[src/sfcp_pkg.sv]
// ----------------------------------------------------------------------------
// Serial flash command planner package
// Shared constants, control word types and the microcode table of the
// command planner's sequencer.
// ----------------------------------------------------------------------------
package sfcp_pkg;

    // Field widths of the request, frame and configuration items.
    localparam int ADDR_W   = 24;
    localparam int OP_W     = 3;
    localparam int LEN_W    = 13;
    localparam int OFS_W    = 12;
    localparam int OPCODE_W = 8;
    localparam int CFG_IDX_W  = 8;
    localparam int CFG_DATA_W = 8;

    // Defaults of the top level parameters.
    localparam int PAGE_SIZE_DEF  = 256;
    localparam int MAX_LENGTH_DEF = 4096;

    // Upper bound on frames emitted for one request.
    localparam int MAX_FRAMES = 17;
    localparam int FRAME_CNT_W = $clog2(MAX_FRAMES);

    // Configuration register indexes.
    localparam logic [CFG_IDX_W-1:0] CFG_SPLIT_READS = 8'd0;
    localparam logic [CFG_IDX_W-1:0] CFG_CHIP_ALT    = 8'd1;

    // Serial flash command bytes.
    localparam logic [OPCODE_W-1:0] CMD_PAGE_PROGRAM = 8'h02;
    localparam logic [OPCODE_W-1:0] CMD_READ         = 8'h03;
    localparam logic [OPCODE_W-1:0] CMD_FAST_READ    = 8'h0B;
    localparam logic [OPCODE_W-1:0] CMD_SECTOR_ERASE = 8'h20;
    localparam logic [OPCODE_W-1:0] CMD_ERASE_32K    = 8'h52;
    localparam logic [OPCODE_W-1:0] CMD_ERASE_64K    = 8'hD8;
    localparam logic [OPCODE_W-1:0] CMD_CHIP_ERASE   = 8'h60;
    localparam logic [OPCODE_W-1:0] CMD_CHIP_ERASE_A = 8'hC7;
    // Write enable and write disable, sent around a wrapped frame by the link.
    localparam logic [OPCODE_W-1:0] CMD_WRITE_ENABLE  = 8'h06;
    localparam logic [OPCODE_W-1:0] CMD_WRITE_DISABLE = 8'h04;

    // Request operation codes.
    typedef enum logic [OP_W-1:0] {
        REQ_READ        = 3'd0,
        REQ_FAST_READ   = 3'd1,
        REQ_PROGRAM     = 3'd2,
        REQ_SECTOR_ERASE = 3'd3,
        REQ_ERASE_32K   = 3'd4,
        REQ_ERASE_64K   = 3'd5,
        REQ_CHIP_ERASE  = 3'd6
    } t_req_op;

    // Microcode step addresses.
    localparam int UPC_W = 3;
    typedef logic [UPC_W-1:0] t_upc;

    localparam t_upc U_FETCH    = 3'd0;
    localparam t_upc U_DISPATCH = 3'd1;
    localparam t_upc U_MOD      = 3'd2;
    localparam t_upc U_RUN      = 3'd3;
    localparam t_upc U_ONE      = 3'd4;

    // Datapath action of a step.
    typedef enum logic [2:0] {
        A_FETCH,
        A_NONE,
        A_MOD,
        A_EMIT_RUN,
        A_EMIT_ONE
    } t_act;

    // Sequencing of a step.
    typedef enum logic [0:0] {
        J_COND,
        J_MAP
    } t_jmp;

    // Condition that lets a J_COND step move on to its target.
    typedef enum logic [1:0] {
        C_IN_TAKEN,
        C_MOD_DONE,
        C_RUN_END,
        C_EMIT
    } t_cond;

    // One control word of the program.
    typedef struct packed {
        t_act  act;
        t_jmp  jmp;
        t_cond cond;
        t_upc  target;
    } t_uword;

    // Status from the datapath back to the sequencer.
    typedef struct packed {
        logic in_taken;
        logic mod_done;
        logic emit_go;
        logic run_last;
        t_upc map_upc;
    } t_ustat;

    // The program: fetch a request, branch on its kind, find the page
    // offset of its start when it is split, then emit frames.
    function automatic t_uword ucode(input t_upc upc);
        t_uword w;
        case (upc)
            U_FETCH:    w = '{act: A_FETCH,    jmp: J_COND, cond: C_IN_TAKEN,
                              target: U_DISPATCH};
            U_DISPATCH: w = '{act: A_NONE,     jmp: J_MAP,  cond: C_EMIT,
                              target: U_FETCH};
            U_MOD:      w = '{act: A_MOD,      jmp: J_COND, cond: C_MOD_DONE,
                              target: U_RUN};
            U_RUN:      w = '{act: A_EMIT_RUN, jmp: J_COND, cond: C_RUN_END,
                              target: U_FETCH};
            U_ONE:      w = '{act: A_EMIT_ONE, jmp: J_COND, cond: C_EMIT,
                              target: U_FETCH};
            default:    w = '{act: A_NONE,     jmp: J_COND, cond: C_EMIT,
                              target: U_FETCH};
        endcase
        return w;
    endfunction

endpackage

[src/sfcp_useq.sv]
// ----------------------------------------------------------------------------
// Command planner microsequencer
// Step counter over the microcode table, with conditional and mapped jumps.
// ----------------------------------------------------------------------------
module sfcp_useq (
    input  logic            i_clk,
    input  logic            i_rst_n,
    input  sfcp_pkg::t_ustat i_stat,
    output sfcp_pkg::t_uword o_uword
);
    import sfcp_pkg::*;

    t_upc   r_upc;
    t_upc   n_upc;
    t_uword w;
    logic   cond_ok;

    // Current control word.
    assign w       = ucode(r_upc);
    assign o_uword = w;

    // Condition select.
    always_comb begin
        case (w.cond)
            C_IN_TAKEN: cond_ok = i_stat.in_taken;
            C_MOD_DONE: cond_ok = i_stat.mod_done;
            C_RUN_END:  cond_ok = i_stat.emit_go && i_stat.run_last;
            C_EMIT:     cond_ok = i_stat.emit_go;
            default:    cond_ok = 1'b0;
        endcase
    end

    // Next step address: a mapped jump takes the request's entry point, a
    // conditional step holds until its condition is met.
    always_comb begin
        case (w.jmp)
            J_MAP:   n_upc = i_stat.map_upc;
            J_COND:  n_upc = cond_ok ? w.target : r_upc;
            default: n_upc = U_FETCH;
        endcase
    end

    always_ff @(posedge i_clk) begin
        if (!i_rst_n) begin
            r_upc <= U_FETCH;
        end else begin
            r_upc <= n_upc;
        end
    end

endmodule

[src/serial_flash_command_planner.sv]
// ----------------------------------------------------------------------------
// Serial flash command planner
// Turns one memory-array request into serial flash command frame items,
// splitting page programs (and fast reads when enabled) at page boundaries.
// ----------------------------------------------------------------------------
//
//  Channel   Direction  Handshake                  Payload
//  -------   ---------  -------------------------  ------------------------------
//  request   in         i_in_valid / o_in_ready    op, address, length
//  frame     out        o_out_valid / i_out_ready  opcode .. last (nine fields)
//  config    in         i_cfg_valid / o_cfg_ready  register index, write data
//
//  A request is taken in the fetch step and decoded in the next. A single
//  frame (read, unsplit fast read, erase) then follows; a zero-length read,
//  fast read or program emits no frame. A split run first finds its start
//  offset within its page, by a mask (power-of-two page size) or by a
//  reciprocal multiply and then a subtract (other page sizes), then emits one
//  frame per cycle while the output does not stall, up to 17 frames. The
//  frame output register lets the next frame be produced in the cycle the
//  waiting one is taken; a stalled output holds the sequencer. Reset is
//  synchronous, holds both ready outputs low, and clears both configuration
//  registers and the control state.
//
module serial_flash_command_planner #(
    parameter int PAGE_SIZE  = sfcp_pkg::PAGE_SIZE_DEF,
    parameter int MAX_LENGTH = sfcp_pkg::MAX_LENGTH_DEF
) (
    input  logic                              i_clk,
    input  logic                              i_rst_n,
    // Request channel.
    input  logic                              i_in_valid,
    output logic                              o_in_ready,
    input  logic [sfcp_pkg::OP_W-1:0]         i_op,
    input  logic [sfcp_pkg::ADDR_W-1:0]       i_address,
    input  logic [sfcp_pkg::LEN_W-1:0]        i_length,
    // Frame channel.
    output logic                              o_out_valid,
    input  logic                              i_out_ready,
    output logic [sfcp_pkg::OPCODE_W-1:0]     o_opcode,
    output logic [sfcp_pkg::ADDR_W-1:0]       o_frame_address,
    output logic                              o_has_address,
    output logic                              o_dummy_bytes,
    output logic [sfcp_pkg::LEN_W-1:0]        o_data_len,
    output logic [sfcp_pkg::OFS_W-1:0]        o_data_offset,
    output logic                              o_data_from_host,
    output logic                              o_write_enable_wrap,
    output logic                              o_last,
    // Configuration channel.
    input  logic                              i_cfg_valid,
    output logic                              o_cfg_ready,
    input  logic [sfcp_pkg::CFG_IDX_W-1:0]    i_cfg_index,
    input  logic [sfcp_pkg::CFG_DATA_W-1:0]   i_cfg_data
);
    import sfcp_pkg::*;

    // Page offset width and the shape of the page size.
    localparam int  RW        = $clog2(PAGE_SIZE);
    localparam bit  PAGE_POW2 = ((PAGE_SIZE & (PAGE_SIZE - 1)) == 0);
    localparam int  LEN_MAX   = (1 << LEN_W) - 1;
    localparam logic [LEN_W-1:0] LEN_CAP =
        (MAX_LENGTH > LEN_MAX) ? LEN_W'(LEN_MAX) : LEN_W'(MAX_LENGTH);
    localparam logic [LEN_W-1:0]  PAGE_L  = LEN_W'(PAGE_SIZE);
    localparam logic [ADDR_W-1:0] PAGE_A  = ADDR_W'(PAGE_SIZE);
    localparam logic [FRAME_CNT_W-1:0] FRAME_END = FRAME_CNT_W'(MAX_FRAMES - 1);

    // Reciprocal of the page size: floor(a * RECIP_M / 2^RECIP_S) equals
    // floor(a / PAGE_SIZE) for every address a.
    localparam int  RECIP_S = ADDR_W + RW;
    localparam int  RECIP_W = ADDR_W + 2;
    localparam int  PROD_W  = ADDR_W + RECIP_W;
    localparam logic [RECIP_W-1:0] RECIP_M =
        RECIP_W'(((64'd1 << RECIP_S) / PAGE_SIZE) + 1);

    t_uword uw;
    t_ustat st;

    // Configuration registers.
    logic r_split_reads;
    logic r_chip_alt;

    // Request and run registers.
    logic [OP_W-1:0]        r_op;
    logic [ADDR_W-1:0]      r_addr;
    logic [LEN_W-1:0]       r_len;
    logic [ADDR_W-1:0]      r_cur;
    logic [LEN_W-1:0]       r_done;
    logic [FRAME_CNT_W-1:0] r_frames;

    // Page offset of the run start (remainder unit).
    logic [RW-1:0]          r_rem;
    logic [RW-1:0]          n_rem;
    logic [ADDR_W-1:0]      r_quot;
    logic                   r_mod_step;
    logic [PROD_W-1:0]      recip_prod;
    logic [ADDR_W-1:0]      quot;
    logic [ADDR_W-1:0]      page_base;

    // Frame output register.
    logic                   r_out_valid;
    logic [OPCODE_W-1:0]    r_opcode;
    logic [ADDR_W-1:0]      r_frame_address;
    logic                   r_has_address;
    logic                   r_dummy_bytes;
    logic [LEN_W-1:0]       r_data_len;
    logic [OFS_W-1:0]       r_data_offset;
    logic                   r_data_from_host;
    logic                   r_write_enable_wrap;
    logic                   r_last;

    // Frame being produced.
    logic [OPCODE_W-1:0]    f_opcode;
    logic [ADDR_W-1:0]      f_addr;
    logic                   f_has_addr;
    logic                   f_dummy;
    logic [LEN_W-1:0]       f_len;
    logic [OFS_W-1:0]       f_ofs;
    logic                   f_from_host;
    logic                   f_wrap;
    logic                   f_last;

    logic                   in_taken;
    logic                   emit_go;
    logic                   emitting;
    logic [LEN_W-1:0]       remain;
    logic [LEN_W-1:0]       room;
    logic [LEN_W-1:0]       chunk;
    logic                   run_last;
    logic                   is_program;
    t_upc                   map_upc;

    sfcp_useq u_useq (
        .i_clk   (i_clk),
        .i_rst_n (i_rst_n),
        .i_stat  (st),
        .o_uword (uw)
    );

    // Handshakes.
    assign o_in_ready  = i_rst_n && (uw.act == A_FETCH);
    assign in_taken    = i_in_valid && o_in_ready;
    assign o_cfg_ready = i_rst_n;
    assign emit_go     = !r_out_valid || i_out_ready;
    assign emitting    = emit_go && ((uw.act == A_EMIT_RUN) || (uw.act == A_EMIT_ONE));

    // Entry point of the program for the request in hand.
    always_comb begin
        case (r_op)
            REQ_READ:         map_upc = (r_len == '0) ? U_FETCH : U_ONE;
            REQ_FAST_READ:    map_upc = (r_len == '0) ? U_FETCH
                                      : (r_split_reads ? U_MOD : U_ONE);
            REQ_PROGRAM:      map_upc = (r_len == '0) ? U_FETCH : U_MOD;
            REQ_SECTOR_ERASE: map_upc = U_ONE;
            REQ_ERASE_32K:    map_upc = U_ONE;
            REQ_ERASE_64K:    map_upc = U_ONE;
            REQ_CHIP_ERASE:   map_upc = U_ONE;
            default:          map_upc = U_FETCH;
        endcase
    end

    // Remainder of the start address by the page size. A power-of-two page
    // takes a mask. Otherwise the first step registers the quotient from a
    // reciprocal multiply and the second subtracts quotient times page size.
    assign recip_prod = PROD_W'(r_cur) * PROD_W'(RECIP_M);
    assign quot       = ADDR_W'(recip_prod >> RECIP_S);
    assign page_base  = r_quot * PAGE_A;
    always_comb begin
        if (PAGE_POW2) begin
            n_rem = r_cur[RW-1:0];
        end else begin
            n_rem = RW'(r_cur - page_base);
        end
    end

    // Chunk of the next run frame: what is left, capped at the page room.
    assign remain   = r_len - r_done;
    assign room     = PAGE_L - LEN_W'(r_rem);
    assign chunk    = (remain > room) ? room : remain;
    assign run_last = (remain <= room) || (r_frames == FRAME_END);
    assign is_program = (r_op == REQ_PROGRAM);

    assign st = '{in_taken: in_taken,
                  mod_done: PAGE_POW2 || r_mod_step,
                  emit_go:  emit_go,
                  run_last: run_last,
                  map_upc:  map_upc};

    // Frame contents for a single frame or a run frame.
    always_comb begin
        f_addr      = r_addr;
        f_has_addr  = 1'b1;
        f_dummy     = 1'b0;
        f_len       = '0;
        f_ofs       = '0;
        f_from_host = 1'b0;
        f_wrap      = 1'b1;
        f_last      = 1'b1;
        if (uw.act == A_EMIT_RUN) begin
            f_opcode    = is_program ? CMD_PAGE_PROGRAM : CMD_FAST_READ;
            f_addr      = r_cur;
            f_dummy     = !is_program;
            f_len       = chunk;
            f_ofs       = r_done[OFS_W-1:0];
            f_from_host = is_program;
            f_wrap      = is_program;
            f_last      = run_last;
        end else begin
            case (r_op)
                REQ_READ: begin
                    f_opcode = CMD_READ;
                    f_len    = r_len;
                    f_wrap   = 1'b0;
                end
                REQ_FAST_READ: begin
                    f_opcode = CMD_FAST_READ;
                    f_dummy  = 1'b1;
                    f_len    = r_len;
                    f_wrap   = 1'b0;
                end
                REQ_SECTOR_ERASE: f_opcode = CMD_SECTOR_ERASE;
                REQ_ERASE_32K:    f_opcode = CMD_ERASE_32K;
                REQ_ERASE_64K:    f_opcode = CMD_ERASE_64K;
                REQ_CHIP_ERASE: begin
                    f_opcode   = r_chip_alt ? CMD_CHIP_ERASE_A : CMD_CHIP_ERASE;
                    f_addr     = '0;
                    f_has_addr = 1'b0;
                end
                default: f_opcode = CMD_READ;
            endcase
        end
    end

    // Configuration writes.
    always_ff @(posedge i_clk) begin
        if (!i_rst_n) begin
            r_split_reads <= 1'b0;
            r_chip_alt    <= 1'b0;
        end else if (i_cfg_valid) begin
            if (i_cfg_index == CFG_SPLIT_READS) begin
                r_split_reads <= i_cfg_data[0];
            end
            if (i_cfg_index == CFG_CHIP_ALT) begin
                r_chip_alt <= i_cfg_data[0];
            end
        end
    end

    // Request capture and run bookkeeping.
    always_ff @(posedge i_clk) begin
        if (in_taken) begin
            r_op       <= i_op;
            r_addr     <= i_address;
            r_len      <= (i_length > LEN_CAP) ? LEN_CAP : i_length;
            r_cur      <= i_address;
            r_done     <= '0;
            r_frames   <= '0;
            r_rem      <= '0;
            r_mod_step <= 1'b0;
        end else if (uw.act == A_MOD) begin
            r_quot     <= quot;
            r_rem      <= n_rem;
            r_mod_step <= 1'b1;
        end else if (emitting && (uw.act == A_EMIT_RUN)) begin
            r_done   <= r_done + chunk;
            r_cur    <= r_cur + ADDR_W'(chunk);
            r_frames <= r_frames + FRAME_CNT_W'(1);
            // Every frame but the last ends on a page boundary.
            r_rem    <= '0;
        end
    end

    // Frame output register.
    always_ff @(posedge i_clk) begin
        if (!i_rst_n) begin
            r_out_valid <= 1'b0;
        end else if (emitting) begin
            r_out_valid <= 1'b1;
        end else if (i_out_ready) begin
            r_out_valid <= 1'b0;
        end
    end

    always_ff @(posedge i_clk) begin
        if (emitting) begin
            r_opcode            <= f_opcode;
            r_frame_address     <= f_addr;
            r_has_address       <= f_has_addr;
            r_dummy_bytes       <= f_dummy;
            r_data_len          <= f_len;
            r_data_offset       <= f_ofs;
            r_data_from_host    <= f_from_host;
            r_write_enable_wrap <= f_wrap;
            r_last              <= f_last;
        end
    end

    assign o_out_valid         = r_out_valid;
    assign o_opcode            = r_opcode;
    assign o_frame_address     = r_frame_address;
    assign o_has_address       = r_has_address;
    assign o_dummy_bytes       = r_dummy_bytes;
    assign o_data_len          = r_data_len;
    assign o_data_offset       = r_data_offset;
    assign o_data_from_host    = r_data_from_host;
    assign o_write_enable_wrap = r_write_enable_wrap;
    assign o_last              = r_last;

endmodule
[config.mk]
export PLATFORM = sky130hd
export DESIGN_NAME = serial_flash_command_planner
export DESIGN_NICKNAME = d
export VERILOG_FILES = /design/src/sfcp_pkg.sv /design/src/sfcp_useq.sv /design/src/serial_flash_command_planner.sv
export SDC_FILE = /design/constraint.sdc
export NUM_CORES = 1
export LEC_CHECK = 0
export BUFFER_PORTS_ARGS = -buffer_cell sky130_fd_sc_hd__buf_2
export CAP_MARGIN = 20
export CORE_UTILIZATION = 50
export CTS_CLUSTER_SIZE = 12
export DETAILED_ROUTE_END_ITERATION = 6
export PLACE_DENSITY = 0.71
export SKIP_LAST_GASP = 1
export SYNTH_ARGS = -nofsm -noshare
export SYNTH_HDL_FRONTEND = slang
export SYNTH_SLANG_ARGS = --single-unit
[constraint.sdc]
create_clock -name i_clk -period 6.32 [get_ports i_clk]
set_input_delay 0.948 -clock i_clk [delete_from_list [all_inputs] [get_ports i_clk]]
set_output_delay 0.948 -clock i_clk [all_outputs]
set_load 0.01 [all_outputs]
==> out/results.ini <==
[run_status]
status=completed

[logic_synthesis]
synth_ff_type=edfxtp_1
syn_inst=788
syn_area_mm2=0.008571
yosysSeqAreaShare=0.5162
ys_ff_latch=158
async_flop_share=0
synth_commonest_cells=edfxtp_1, nand2_1, nor2_1, ha_1, a21oi_1
synth_area_leaders=edfxtp_1, dfxtp_1, ha_1, nand2_1, xor2_1
synth_area_leader_cell=edfxtp_1
yosysUniqueCellTypes=70
synth_edf_count=126
synth_top_area_frac=0.4415
yosysMostFrequentCell=edfxtp_1
synth_warnings=0
avgSynthCellArea_um2=10.88

[placed_design]
portBuffers=118
dp_hpwl_um=13180
gp_congestion=0.9147
numPlacedInstances=1123

[critical_path]
worstPathRequired_ns=6.51
cpMaxStageDelayCell=fa_1
path_max_fanout=7
startpoint=r_len[0]
path_class=flip-flop to flip-flop
arrival_ns=6.15
critPathMaxStageDelay_ns=0.40
rr_startpoint=r_len[0]
worstSetupEndpointType=flip-flop
cp-start-kind=flip-flop

[floorplan]
num_rows=47
fp.dieH_um=132.9
io_pins=126
die-area_mm2=0.01767
start_util=0.5150
die_w_um=132.9
core-area_mm2=0.01664

[drt]
viasPerCell=5.559
antenna_left=0
first_iter_violations=474
postRouteWirelength_um=18560
drc_errors=0
wl_per_cell_um=16.04
vias=6432
dr.pass1.iters=5

[timing]
max_slew.worst_pin.slew_ns=0.9496
rsz0062_at_grt=false
fin_setup_tns_ns=0
fin_crit_ns=5.960
maxSlewViolCount=0
fin_crit_sh=0.9431
clock_skew_ns=0.01056
slew-limit-headroom=0.3654
max_freq_ghz=0.1678
setup_viol=0
final_hold_viol_count=0

[clocking]
htreeDepth=4
cts.sinks=158
cts_tree=built
cts.hold.buffers_added=0
clkTransAtPathRegs_ns=0.07
cts_buffer_depth=2
cts_buffers=17
clock_latency_ns=0.43
cts_root_buffer=clkbuf_16

[power_and_ir_drop]
internal_power_mw=1.916
seqPwrFrac=0.457
p_comb_frac=0.164
clkPwrFrac=0.380
swShare=0.2702
total_power_mw=2.625
p_switching_mw=0.7093
powerDensity_mw_per_mm2=259.5
peakVddDrop_mv=0.1865
power_leakage_nw=4.056

[global_routing]
grt.busiest_layer=met2
grt_util_met1=0.2889
grt_antenna_before_repair=0
grt.met2_usage=0.3627
grt_start_max_net_pins=76
grt_pass1_vias=6127
grt_pass1_wl_um=30230
gr-usage-met3=0.03755
grtUsageTotal=0.2196
grt_overflow=0

[finish]
final_layout_size_suffix_gt1_frac=0.2220
diodes=0
area_delta_synth_final_pct=18.04
nets=1037
stdcell_count=1157

[hold_path]
hp-start=r_done[11]
worst_hold_path_type=flip-flop to flip-flop

[run]
max-cap-violations=0

-- per-stage QoR --
stage / setup WS, ns / hold slack (ns) / util / area [µm²]
3_5_place_dp: 0.08604 / 0.4849 / 0.5700 / 9485
4_1_cts: 0.02046 / 0.4963 / 0.6045 / 10060
5_1_grt: 0.01279 / 0.5153 / 0.6079 / 10120
3_3_place_gp: 0.1252 / 0.4658 / 0.5700 / 9485
2_1_floorplan: 0.4873 / 0.4492 / - / 8593
6_report: 0.3598 / 0.4934 / 0.6079 / 10120
-- routing by layer --
layer  routed length [µm]  part of all wire
met5                    0                 0
met4                  252             0.014
met2                 9022              0.49
met3                  728             0.039
met1                 8559              0.46
-- repair_timing --
action / in CTS / in global routing
buffers inserted: 0 / 2
gates resized for setup: 0 / 8
setup endpoints to repair: 0 / 14
-- placed cells by master (no fill, tap or decap), types with 22 or more instances in the layout --
cell type,synthesis,layout
nor2_1,55,54
a21oi_1,37,34
a22o_1,25,25
buf_2,2,118
nand2_1,85,85
nor2b_1,25,25
xor2_1,29,29
edfxtp_1,126,126
nand3_1,22,22
ha_1,49,49
o21ai_0,36,36
buf_4,1,24
inv_1,33,33
dfxtp_1,32,32
-- layout make-up --
class / instances / area (µm²)
tap: 220 / 275.3
clock inverter: 14 / 146.4
multi-input combinational: 572 / 3948
timing repair buffer: 142 / 770.7
sequential: 158 / 4424
inverter: 33 / 123.9
clock buffer: 18 / 429.2
fill: 1386 / 6525
-- power by group through the flow --
| stage | registers, mW | logic [mW] | clock network (mW) |
|---|---|---|---|
| after global routing | 1.20 | 0.482 | 1.06 |
| after floorplan | 1.22 | 0.301 | 0 |
| after global placement | 1.22 | 0.407 | 0 |
| after detailed placement | 1.22 | 0.415 | 0 |
| after CTS | 1.20 | 0.419 | 1.01 |
| final | 1.20 | 0.429 | 0.997 |
-- path summary, 6_finish.rpt --
path / slack [ns] / end / cells past startpoint
max: 0.36 / r_cur[23] / 25
min: 0.49 / r_done[11] / 2
max reg2reg: 0.36 / r_cur[23] / 25
min reg2reg: 0.49 / r_done[11] / 2
-- registers in the layout, summed over array words and instances (netlist names), 3 cells and up --
signal and cells:
r_rem 8, r_len 13, o_data_len 13, r_cur 24, r_op 3, o_opcode 8, o_frame_address 24, r_addr 24
r_frames 5, r_done 13, o_data_offset 12, u_useq.r_upc 3
-- logic make-up after synthesis --
family                     count (synthesis)  synth area share
muxes                                     14           0.01708
and+or+nand+nor                          269            0.1561
adders and majority gates                 52           0.07854
xor gates and xnor gates                  45           0.04598
other                                      1         0.0004375
buffers and inverters                     64           0.03226
DFF                                      158            0.5162
AOI/OAI and AO/OA                        185            0.1534
-- critical path: cells and delay by family, from the launching register on --
family                   cells  cell delay, ns
flip-flops                   1            0.38
adder cells (fa/ha/maj)      4            1.09
AO/OA/AOI/OAI               10            2.49
AND/OR/NAND/NOR              4            0.71
multiplexers                 1            0.26
buffers and inverters        4            0.41
XOR/XNOR                     2            0.34
No activity file was read; power rests on OpenSTA's default activity.
